### src/rtl/assert_macros.svh
// Assertion macros for the RTL of the random generator, included by the top-level unit.
// Every macro expects a clock named i_clk and an active-low reset named i_rst_n in scope.
`ifndef ASSERT_MACROS_SVH
`define ASSERT_MACROS_SVH

// Same-cycle implication.
`define XRG_ASSERT_IMPLY(lbl, ante, cons, msg) \
    lbl: assert property (@(posedge i_clk) disable iff (!i_rst_n) (ante) |-> (cons)) \
        else $error(msg);

// Next-cycle implication.
`define XRG_ASSERT_NEXT(lbl, ante, cons, msg) \
    lbl: assert property (@(posedge i_clk) disable iff (!i_rst_n) (ante) |=> (cons)) \
        else $error(msg);

`endif

### src/rtl/xrg_pkg.sv
// Package of the xoshiro256** generator: codes, constants and the
// command and status structs between controller and datapath. No dependencies.
package xrg_pkg;

    localparam int WORD_W = 64;
    localparam int HALF_W = 32;
    localparam int CMD_W  = 3;
    localparam int CFG_IDX_W = 3;
    localparam int CNT_W  = 8;

    localparam logic [WORD_W-1:0] DEF_A  = 64'h0123456789ABCDEF;
    localparam logic [WORD_W-1:0] DEF_B  = 64'hF0E1D2C3B4A59687;
    localparam logic [WORD_W-1:0] DEF_C  = 64'h9E3779B97F4A7C15;
    localparam logic [WORD_W-1:0] DEF_D  = 64'hD1B54A32D192ED03;
    localparam logic [WORD_W-1:0] GOLDEN = 64'h9E3779B97F4A7C15;
    localparam logic [WORD_W-1:0] MIX_M1 = 64'hBF58476D1CE4E5B9;
    localparam logic [WORD_W-1:0] MIX_M2 = 64'h94D049BB133111EB;

    // Jump polynomial, word 0 in the low bits; bit i is visited at step i.
    localparam logic [4*WORD_W-1:0] JUMP_POLY = {
        64'h39abdc4529b1661c, 64'ha9582618e03fc9aa,
        64'hd5a61266f0c9392c, 64'h180ec6d33cfd0aba
    };

    typedef enum logic [CMD_W-1:0] {
        CMD_NEXT    = 3'd0,
        CMD_BOUNDED = 3'd1,
        CMD_JUMP    = 3'd2,
        CMD_LOAD    = 3'd3,
        CMD_MIX     = 3'd4
    } t_cmd;

    typedef enum logic [CFG_IDX_W-1:0] {
        REG_SEED_VALUE = 3'd0,
        REG_SEED_W0    = 3'd1,
        REG_SEED_W1    = 3'd2,
        REG_SEED_W2    = 3'd3,
        REG_SEED_W3    = 3'd4
    } t_reg;

    typedef enum logic [3:0] {
        DP_NOP,
        DP_ADV_DRAW,
        DP_DIV_LIMIT,
        DP_DIV_X,
        DP_DIV_STEP,
        DP_JUMP_CLR,
        DP_JUMP_STEP,
        DP_JUMP_COMMIT,
        DP_LOAD_SEEDS,
        DP_MIX_INIT,
        DP_MIX_ADD,
        DP_MUL_LL,
        DP_MUL_HL,
        DP_MUL_LH,
        DP_MIX_FIN
    } t_dp_op;

    typedef enum logic [1:0] {
        OUT_ZERO,
        OUT_ERR,
        OUT_X,
        OUT_REM
    } t_out_src;

    typedef enum logic [4:0] {
        ST_IDLE,
        ST_NEXT,
        ST_BCHK,
        ST_LIMDIV,
        ST_DRAW,
        ST_TEST,
        ST_MODDIV,
        ST_JCLR,
        ST_JSTEP,
        ST_JCOMMIT,
        ST_LOAD,
        ST_MINIT,
        ST_MADD,
        ST_MLL,
        ST_MHL,
        ST_MLH,
        ST_MFIN,
        ST_FIN
    } t_state;

    typedef struct packed {
        logic     take;
        t_dp_op   op;
        logic     out_load;
        t_out_src out_src;
    } t_dp_cmd;

    typedef struct packed {
        logic bound_zero;
        logic div_last;
        logic jump_last;
        logic x_below;
        logic mix_second;
        logic mix_last_word;
        logic out_free;
    } t_dp_sts;

endpackage

### src/rtl/xrg_ctrl.sv
// Controller of the xoshiro256** generator: sequences the datapath for
// each command and loads the result register. Uses xrg_pkg.
module xrg_ctrl (
    input  logic                       i_clk,
    input  logic                       i_rst_n,
    input  logic                       i_in_valid,
    output logic                       o_in_ready,
    input  logic [xrg_pkg::CMD_W-1:0]  i_command,
    input  xrg_pkg::t_dp_sts           i_sts,
    output xrg_pkg::t_dp_cmd           o_cmd
);
    import xrg_pkg::*;

    t_state   r_state, n_state;
    t_out_src r_src, n_src;

    always_ff @(posedge i_clk) begin
        if (!i_rst_n) begin
            r_state <= ST_IDLE;
            r_src   <= OUT_ZERO;
        end else begin
            r_state <= n_state;
            r_src   <= n_src;
        end
    end

    always_comb begin
        n_state       = r_state;
        n_src         = r_src;
        o_in_ready    = 1'b0;
        o_cmd.take    = 1'b0;
        o_cmd.op      = DP_NOP;
        o_cmd.out_load = 1'b0;
        o_cmd.out_src = r_src;
        unique case (r_state)
            ST_IDLE: begin
                o_in_ready = 1'b1;
                if (i_in_valid) begin
                    o_cmd.take = 1'b1;
                    unique case (i_command)
                        CMD_NEXT:    n_state = ST_NEXT;
                        CMD_BOUNDED: n_state = ST_BCHK;
                        CMD_JUMP:    n_state = ST_JCLR;
                        CMD_LOAD:    n_state = ST_LOAD;
                        CMD_MIX:     n_state = ST_MINIT;
                        default: begin
                            n_src   = OUT_ZERO;
                            n_state = ST_FIN;
                        end
                    endcase
                end
            end
            ST_NEXT: begin
                o_cmd.op = DP_ADV_DRAW;
                n_src    = OUT_X;
                n_state  = ST_FIN;
            end
            ST_BCHK: begin
                if (i_sts.bound_zero) begin
                    n_src   = OUT_ERR;
                    n_state = ST_FIN;
                end else begin
                    o_cmd.op = DP_DIV_LIMIT;
                    n_state  = ST_LIMDIV;
                end
            end
            ST_LIMDIV: begin
                o_cmd.op = DP_DIV_STEP;
                if (i_sts.div_last) begin
                    n_state = ST_DRAW;
                end
            end
            ST_DRAW: begin
                o_cmd.op = DP_ADV_DRAW;
                n_state  = ST_TEST;
            end
            ST_TEST: begin
                // Draws below the limit are rejected to keep the result unbiased.
                if (i_sts.x_below) begin
                    n_state = ST_DRAW;
                end else begin
                    o_cmd.op = DP_DIV_X;
                    n_state  = ST_MODDIV;
                end
            end
            ST_MODDIV: begin
                o_cmd.op = DP_DIV_STEP;
                if (i_sts.div_last) begin
                    n_src   = OUT_REM;
                    n_state = ST_FIN;
                end
            end
            ST_JCLR: begin
                o_cmd.op = DP_JUMP_CLR;
                n_state  = ST_JSTEP;
            end
            ST_JSTEP: begin
                o_cmd.op = DP_JUMP_STEP;
                if (i_sts.jump_last) begin
                    n_state = ST_JCOMMIT;
                end
            end
            ST_JCOMMIT: begin
                o_cmd.op = DP_JUMP_COMMIT;
                n_src    = OUT_ZERO;
                n_state  = ST_FIN;
            end
            ST_LOAD: begin
                o_cmd.op = DP_LOAD_SEEDS;
                n_src    = OUT_ZERO;
                n_state  = ST_FIN;
            end
            ST_MINIT: begin
                o_cmd.op = DP_MIX_INIT;
                n_state  = ST_MADD;
            end
            ST_MADD: begin
                o_cmd.op = DP_MIX_ADD;
                n_state  = ST_MLL;
            end
            ST_MLL: begin
                o_cmd.op = DP_MUL_LL;
                n_state  = ST_MHL;
            end
            ST_MHL: begin
                o_cmd.op = DP_MUL_HL;
                n_state  = ST_MLH;
            end
            ST_MLH: begin
                o_cmd.op = DP_MUL_LH;
                n_state  = ST_MFIN;
            end
            ST_MFIN: begin
                o_cmd.op = DP_MIX_FIN;
                if (!i_sts.mix_second) begin
                    n_state = ST_MLL;
                end else if (i_sts.mix_last_word) begin
                    n_src   = OUT_ZERO;
                    n_state = ST_FIN;
                end else begin
                    n_state = ST_MADD;
                end
            end
            ST_FIN: begin
                if (i_sts.out_free) begin
                    o_cmd.out_load = 1'b1;
                    n_state        = ST_IDLE;
                end
            end
            default: begin
                n_state = ST_IDLE;
            end
        endcase
    end

endmodule

### config.mk
export PLATFORM = sky130hd
export DESIGN_NAME = xrg_ctrl
export DESIGN_NICKNAME = d
export VERILOG_FILES = /design/src/rtl/assert_macros.svh /design/src/rtl/xrg_pkg.sv /design/src/rtl/xrg_ctrl.sv
export SDC_FILE = /design/constraint.sdc
export NUM_CORES = 1
export LEC_CHECK = 0
export BUFFER_PORTS_ARGS = -buffer_cell sky130_fd_sc_hd__buf_2
export CAP_MARGIN = 10
export CORE_MARGIN = 3
export CORE_UTILIZATION = 45
export CTS_CLUSTER_DIAMETER = 150
export CTS_CLUSTER_SIZE = 12
export DETAILED_ROUTE_END_ITERATION = 7
export GPL_TIMING_DRIVEN = 0
export PLACE_DENSITY = 0.72
export RECOVER_POWER = 50
export SLEW_MARGIN = 25
export SYNTH_ARGS = -nofsm -noshare
export SYNTH_HDL_FRONTEND = slang
export SYNTH_SLANG_ARGS = --single-unit
### constraint.sdc
create_clock -name i_clk -period 2 [get_ports i_clk]
set_input_delay 0.2 -clock i_clk [delete_from_list [all_inputs] [get_ports i_clk]]
set_output_delay 0.2 -clock i_clk [all_outputs]
set_load 0.03 [all_outputs]
-- Word-level counts from Yosys, hierarchy flattened
Cells that the tools add are included.
- reduce and logical (&&, ||, !) cells: 10
- magnitude comparators: 0
- muxes and demuxes: 26
- shifts and indexed selects: 0
- multiply operators: 0
- bitwise operators: 0
- div/mod/pow operators: 0
- $add $sub $neg: 0
- equal/unequal tests: 30
- operator list (kind ; count):
    case mux 5 bit (16 select lines) ; 1
    case mux 4 bit (14 select lines) ; 1
    equality test 5 x 4 -> 1 bit, second input constant ; 8
    two-way mux 5 bit ; 8
    case mux 5 bit (5 select lines) ; 1
    equality test 5 x 3 -> 1 bit, second input constant ; 4
    two-way mux 2 bit ; 9
    != test 2 bit, second input constant ; 9
    case mux 2 bit (6 select lines) ; 1
    equality test 5 x 2 -> 1 bit, second input constant ; 2
    equality test 5 bit, second input constant ; 2
    AND reduction 7 bit ; 1
    equality test 3 x 2 -> 1 bit, second input constant ; 2
    nonzero test 6 bit ; 1
    OR reduction 2 bit ; 3
    equality test 5 x 1 -> 1 bit, second input constant ; 1
    zero test 5 bit ; 1
    two-way mux 1 bit ; 5
    AND reduction 5 bit ; 1
    OR reduction 5 bit ; 1
    equality test 3 x 1 -> 1 bit, second input constant ; 1
    equality test 3 bit, second input constant ; 1
    zero test 3 bit ; 1
    OR reduction 3 bit ; 1
- word-level logic and storage cells: 68
- bits in read-only memories: 0
- memory bits (writable): 0
- memories kept: 0
- register bits after elaboration: 7
- latch bits: 0
- input bits: 13

-- Logic depth before layout (Yosys ltp)
Gate-level depths: netlist of the first run.
- depth after elaboration: 5
- mapped depth: 7

-- Worst setup path after synthesis of the first run
No wires, ideal clock.
- path kind: flip-flop to output port
- start: reg r_state[2]
- end: out o_cmd[3] (netlist name)
- cell stages (with the launch flop): 5
- data required time: 1800 ps
- setup slack: 108 ps
- data arrival time: 1692 ps
- cell sequence: dfxtp_1 buf_6 clkbuf_1 o21ai_0 a221oi_1
- RTL lines (element ; RTL line ; RTL):
    from (decl) ; xrg_ctrl.sv:14 ; t_state r_state, n_state;
    from (signal assigned) ; xrg_ctrl.sv:22 ; r_state <= n_state;
    to (decl) ; xrg_ctrl.sv:10 ; output xrg_pkg::t_dp_cmd o_cmd

-- Final worst setup path of the first run
- start: reg r_state[3]
- end: reg r_state[0]
- word-level cells in the longest chain between the ends: 3
- ends and longest elaborated chain (element ; RTL line ; RTL):
    equality test 5 x 4 -> 1 bit (tied with other cells) ; xrg_ctrl.sv:35 ; unique case (r_state)
    OR reduction 3 bit (no source line) or != test 2 bit (tied branches) ; - ;
    case mux 5 bit (16 select lines) or AND reduction 5 bit (tied branches) ; - ;
Parallel ways exist; a longest one is shown, timed or not.
A chain may end at the register's enable or synchronous reset.

==> results.sh, run 1 <==
export IMPL_root_buffer="clkbuf_4"
export IMPL_yosysWarnings=0
export IMPL_grt_pass1_wl_mm=4.16
export IMPL_drt_initial_drc_count=50
export IMPL_start_util=0.493
export IMPL_ys_top_cells_by_count="o21ai_0 (13), nand2_1 (12), nor2_1 (10)"
export IMPL_finalHoldViolCount=0
export IMPL_setup_violations_final=0
export IMPL_timing_final_crit_share=0.949
export IMPL_ys_ff_latch=7
export IMPL_clkTransAtPathRegs_ns=0.05
export IMPL_grt_max_degree=20
export IMPL_drt_total_wl_mm=2.60
export IMPL_synth_top_area_share=0.160
export IMPL_cts_num_sinks=7
export IMPL_timing_setup_tns_ns=0
export IMPL_maxSlewHeadroom=0.670
export IMPL_finalClockSkew_ns=0.000284
export IMPL_netlist_area_sq_um=878
export IMPL_die_w_um=50.2
export IMPL_cts_tree="yes"
export IMPL_status="finished clean"
export IMPL_post_route_util=0.585
export IMPL_synth_area_leaders="dfxtp_1 (16%), o21ai_0 (7.4%), nand2_1 (5.1%)"
export IMPL_post_cts_buffers=0
export IMPL_crit_path_end_kind="flip-flop"
export IMPL_worstSkewPairLatency_ns=0.26
export IMPL_portBuffers=20
export IMPL_grt_overflow=0
export IMPL_path_class="flip-flop to flip-flop"
export IMPL_syn_inst=128
export IMPL_stdcell_area_sq_mm=0.00104
export IMPL_synth_edf_count=0
export IMPL_grtUsageTotal=0.219
export IMPL_ioPinCount=22
export IMPL_grt_pass1_vias=886
export IMPL_ant_nets=0
export IMPL_fp_dieH_um=50.2
export IMPL_grt_antenna_before_repair=0
export IMPL_core_sq_mm=0.00178
export IMPL_wl_per_cell_um=14.8
export IMPL_fillers=181
export IMPL_fin_crit_ns=1.90
export IMPL_avgSynthCellArea_sq_um=6.86
export IMPL_area_growth_pct=18.8
export IMPL_ctsLongestPathBuffers=2
export IMPL_ys_seq_area_frac=0.160
export IMPL_fmax_mhz=527
export IMPL_yosysMostFrequentCell="o21ai_0"
export IMPL_powerDensity_mw_per_mm2=1670
export IMPL_drv_slew=0
export IMPL_hp_class="primary input to flip-flop"
export IMPL_numCtsBuffers=3
export IMPL_drive_gt1_frac=0.245
export IMPL_num_rows=15
export IMPL_maxCapViolCount=0
export IMPL_required_ns=2.15
export IMPL_htreeDepth=1
export IMPL_ys_flop_type="dfxtp_1"
export IMPL_final_nets=165
export IMPL_synth_cell_types=44
export IMPL_viasPerCell=6.00
export IMPL_vdd_drop_max_mv=0.665
export IMPL_dieArea_sq_mm=0.00252
export IMPL_hpwlAfterDp_mm=2.00
export IMPL_synth_fp_nets=141
export IMPL_gp_congestion=0.919
export IMPL_synth_top_area_cell="dfxtp_1"
export IMPL_drc=0
export IMPL_dr_pass1_iters=5
export IMPL_cp_max_fo=9
export IMPL_synthArstFlopShare=0
export IMPL_rsz0062_at_grt="false"
export IMPL_p_leak_nw=0.444
export IMPL_worst_slew_pin_slew_ns=0.483
export IMPL_postPlaceCellArea_sq_mm=0.00101
export IMPL_cp_start_kind="flip-flop"
export IMPL_vias=1056
export IMPL_arrival_ns=2.05
export IMPL_antennaDiodeCount=0
==> power breakdown <==
part	total [W]	switching, W	internal (W)
logic	0.00139	0.000885	0.000503
clock network	0.000137	0.0000607	0.0000767
registers	0.000220	0.0000275	0.000193
==> layout by cell type (no fill, tap or decap), types with 3 or more instances in the layout <==
master | Yosys | final
clkbuf_2 | 0 | 3
clkbuf_1 | 4 | 4
inv_1 | 5 | 5
buf_2 | 2 | 18
nor2_1 | 10 | 10
nand4_1 | 3 | 3
a21oi_1 | 6 | 6
o21ai_0 | 13 | 13
and3_1 | 3 | 3
nand3_1 | 6 | 6
nand2_1 | 12 | 12
dfxtp_1 | 7 | 7
nand2b_1 | 6 | 6
or3_1 | 3 | 3
nor2b_1 | 7 | 7
clkbuf_4 | 1 | 5
==> worst max-delay path, cell delays in order (launching register included) <==
cell,delay (ns)
dfxtp_1,0.30
buf_2,0.21
nor2b_1,0.15
nand4b_1,0.23
o2111ai_4,0.18
or4_1,0.53
and3_1,0.18
==> registers in the layout, summed over array words and instances, names as in the netlist <==
| register | cells |
|---|---|
| r_src | 2 |
| r_state | 5 |
==> cell type report <==
class	count	area (sq um)	area share
multi-input cells	104	654	0.627
flip-flops and latches	7	140	0.134
repair buffers	20	100	0.0959
plain buffers	11	72.6	0.0695
well taps	25	31.3	0.0300
clock buffers	4	26.3	0.0252
inverters	5	18.8	0.0180
==> logic make-up (layout without fill, tap and decap cells) <==
logic type / Yosys count / count (layout) / synth area share
flip-flops: 7 / 7 / 0.160
AO/OA/AOI/OAI: 39 / 39 / 0.315
AND/OR/NAND/NOR: 62 / 62 / 0.393
buffers and inverters: 17 / 40 / 0.101
XOR/XNOR: 2 / 2 / 0.0199
multiplexers: 1 / 1 / 0.0114
==> final timing paths <==
check	end	slack (ns)	cells after the start	start
max	r_state[0]	0.10	6	r_state[3]
min	r_state[3]	0.33	3	i_rst_n
max reg2reg	r_state[0]	0.10	6	r_state[3]
min reg2reg	r_src[1]	0.48	2	r_src[1]
==> repair_timing <==
action | CTS | global route
hold buffers | 0 | 0
pin swaps | 0 | 0
endpoints found under the setup margin | 4 | 4
gates resized for setup | 1 | 8
==> stage by stage <==
stage	setup slack (ns)	cells	hold WS (ns)	total power, W
4_1_cts	0.00394	176	0.309	0.00172
5_1_grt	0.0128	176	0.330	0.00189
3_3_place_gp	0.0796	173	0.461	0.00157
3_5_place_dp	-0.00695	173	0.475	0.00158
2_1_floorplan	0.108	128	0.495	0.00126
6_report	0.102	176	0.325	0.00175
==> layer usage <==
metal	global-route usage	vias up	wire [um]
met5	0	-	0
li1	-	516	-
met1	0.295	476	1080
met4	0.0968	0	78
met3	0.0682	10	276
met2	0.315	54	1160
(Power assumes the default switching activity.)
==> inputs of run 2 (changes only) <==
CORE_MARGIN = unset   (was 3)
==> run 2 against run 1 <==
Largest power group unchanged. Global-route usage rose by 4.5 points. Critical endpoint unchanged. Wire length fell by 1.3%. Sequential share of layout area rose by 0.065 points. Cell area fell by 0.48%. Non-clock buffer count did not move.
==> results.sh, run 2 (same netlist as run 1, synthesis figures left out) <==
export IMPL_status="finished clean"
export IMPL_num_rows=15
export IMPL_grt_overflow=0
export IMPL_hp_class="primary input to flip-flop"
export IMPL_timing_final_crit_share=0.953
export IMPL_setup_violations_final=0
export IMPL_hpwlAfterDp_mm=1.96
export IMPL_grtUsageTotal=0.264
export IMPL_largest_register="r_state"
export IMPL_cp_slowest_cell="or4_1"
export IMPL_finalHoldViolCount=0
export IMPL_p_leak_nw=0.446
export IMPL_portBuffers=20
export IMPL_post_cts_buffers=0
export IMPL_cp_slowest_stage_delay_ns=0.55
export IMPL_cp_max_fo=9
export IMPL_area_growth_pct=18.2
export IMPL_gp_congestion=0.936
export IMPL_dieArea_sq_mm=0.00213
export IMPL_maxSlewHeadroom=0.656
export IMPL_path_cells="buf_2, nor2b_1, nand4b_1, o2111ai_4, or4_1, and3_1"
export IMPL_drive_gt1_frac=0.245
export IMPL_fmax_mhz=525
export IMPL_clkTransAtPathRegs_ns=0.05
export IMPL_crit_path_end_kind="flip-flop"
export IMPL_rsz0062_at_grt="false"
export IMPL_grt_pass1_wl_mm=4.01
export IMPL_reg2reg_slack_ns=0.09
export IMPL_hold_buffers=0
export IMPL_die_w_um=46.2
export IMPL_fin_crit_ns=1.91
export IMPL_ioPinCount=22
export IMPL_drv_slew=0
export IMPL_finalClockSkew_ns=0.00413
export IMPL_path_class="flip-flop to flip-flop"
export IMPL_drt_initial_drc_count=46
export IMPL_vias=1077
export IMPL_required_ns=2.15
export IMPL_mostFrequentLayoutCell="buf_2"
export IMPL_vdd_drop_max_mv=0.737
export IMPL_cts_tree="yes"
export IMPL_final_nets=165
export IMPL_worst_slew_pin_slew_ns=0.503
export IMPL_root_buffer="clkbuf_4"
export IMPL_drc=0
export IMPL_antennaDiodeCount=0
export IMPL_numCtsBuffers=3
export IMPL_grt_max_degree=20
export IMPL_grt_pass1_vias=874
export IMPL_dr_pass1_iters=4
export IMPL_powerDensity_mw_per_mm2=1670
export IMPL_viasPerCell=6.12
export IMPL_grt_antenna_before_repair=0
export IMPL_ant_nets=0
export IMPL_mostFrequentLayoutCells="buf_2 (18), o21ai_0 (13), nand2_1 (12), nor2_1 (10)"
export IMPL_wl_per_cell_um=14.6
export IMPL_cts_num_sinks=7
export IMPL_htreeDepth=1
export IMPL_top_regs="r_state x5, r_src x2"
export IMPL_ctsResizeCount=1
export IMPL_maxCapViolCount=0
export IMPL_timing_setup_tns_ns=0
export IMPL_core_sq_mm=0.00178
export IMPL_start_util=0.493
export IMPL_ctsLongestPathBuffers=2
export IMPL_cp_start_kind="flip-flop"
export IMPL_largest_reg_flops=5
export IMPL_drt_total_wl_mm=2.57
export IMPL_worstSkewPairLatency_ns=0.26
export IMPL_fp_dieH_um=46.2
export IMPL_post_route_util=0.582
export IMPL_arrival_ns=2.06
run 2: cell types whose count changed in the layout (fill, tap and decap cells not counted):
cell,delta
buf_4,-1
clkbuf_2,+2
and2_1,+1
and2_0,-1
clkbuf_4,-1
run 2: layout make-up:
| class | count | area, sq um |
|---|---|---|
| sequential | 7 | 140 |
| buffer | 11 | 70.1 |
| inverter | 5 | 18.8 |
| multi-input combinational | 104 | 654 |
| tap | 25 | 31.3 |
| clock buffer | 4 | 26.3 |
| timing repair buffer | 20 | 97.6 |
| fill | 192 | 744 |
run 2: path summary, 6_finish.rpt:
check | start | endpoint | cells past startpoint
max | r_state[3] | r_state[0] | 6
min | i_rst_n | r_state[3] | 3
max reg2reg | r_state[3] | r_state[0] | 6
min reg2reg | r_src[1] | r_src[1] | 2
run 2: per-layer routing:
| layer | wire length (um) | track usage | vias to the layer above |
|---|---|---|---|
| met1 | 1140 | 0.371 | 494 |
| met5 | 0 | 0 | - |
| met3 | 253 | 0.0941 | 4 |
| met2 | 1140 | 0.377 | 61 |
| li1 | - | - | 518 |
| met4 | 35 | 0.0647 | 0 |
run 2: worst max-delay path, delay by kind of cell (launching register included):
kind / cells / cell delay [ns]
buffers and inverters: 1 / 0.21
DFF: 1 / 0.30
AOI/OAI and AO/OA: 1 / 0.18
and+or+nand+nor: 4 / 1.11
run 2: per-stage QoR:
step	cell area [sq um]	instances	setup slack, ns	power [W]	hold WS (ns)
final	1040	176	0.0947	0.00174	0.328
after global routing	1040	176	0.00667	0.00188	0.330
after CTS	1040	176	0.00288	0.00171	0.312
after detailed placement	1010	173	0.0143	0.00158	0.460
after global placement	1010	173	0.0840	0.00156	0.463
after floorplan	878	128	0.108	0.00126	0.495
run 2: power by group:
part | total [W] | leakage, nW | internal [W] | switching (W)
Combinational | 0.00138 | 0.373 | 0.000491 | 0.000893
Clock | 0.000132 | 0.0150 | 0.0000764 | 0.0000559
Sequential | 0.000220 | 0.0575 | 0.000193 | 0.0000276
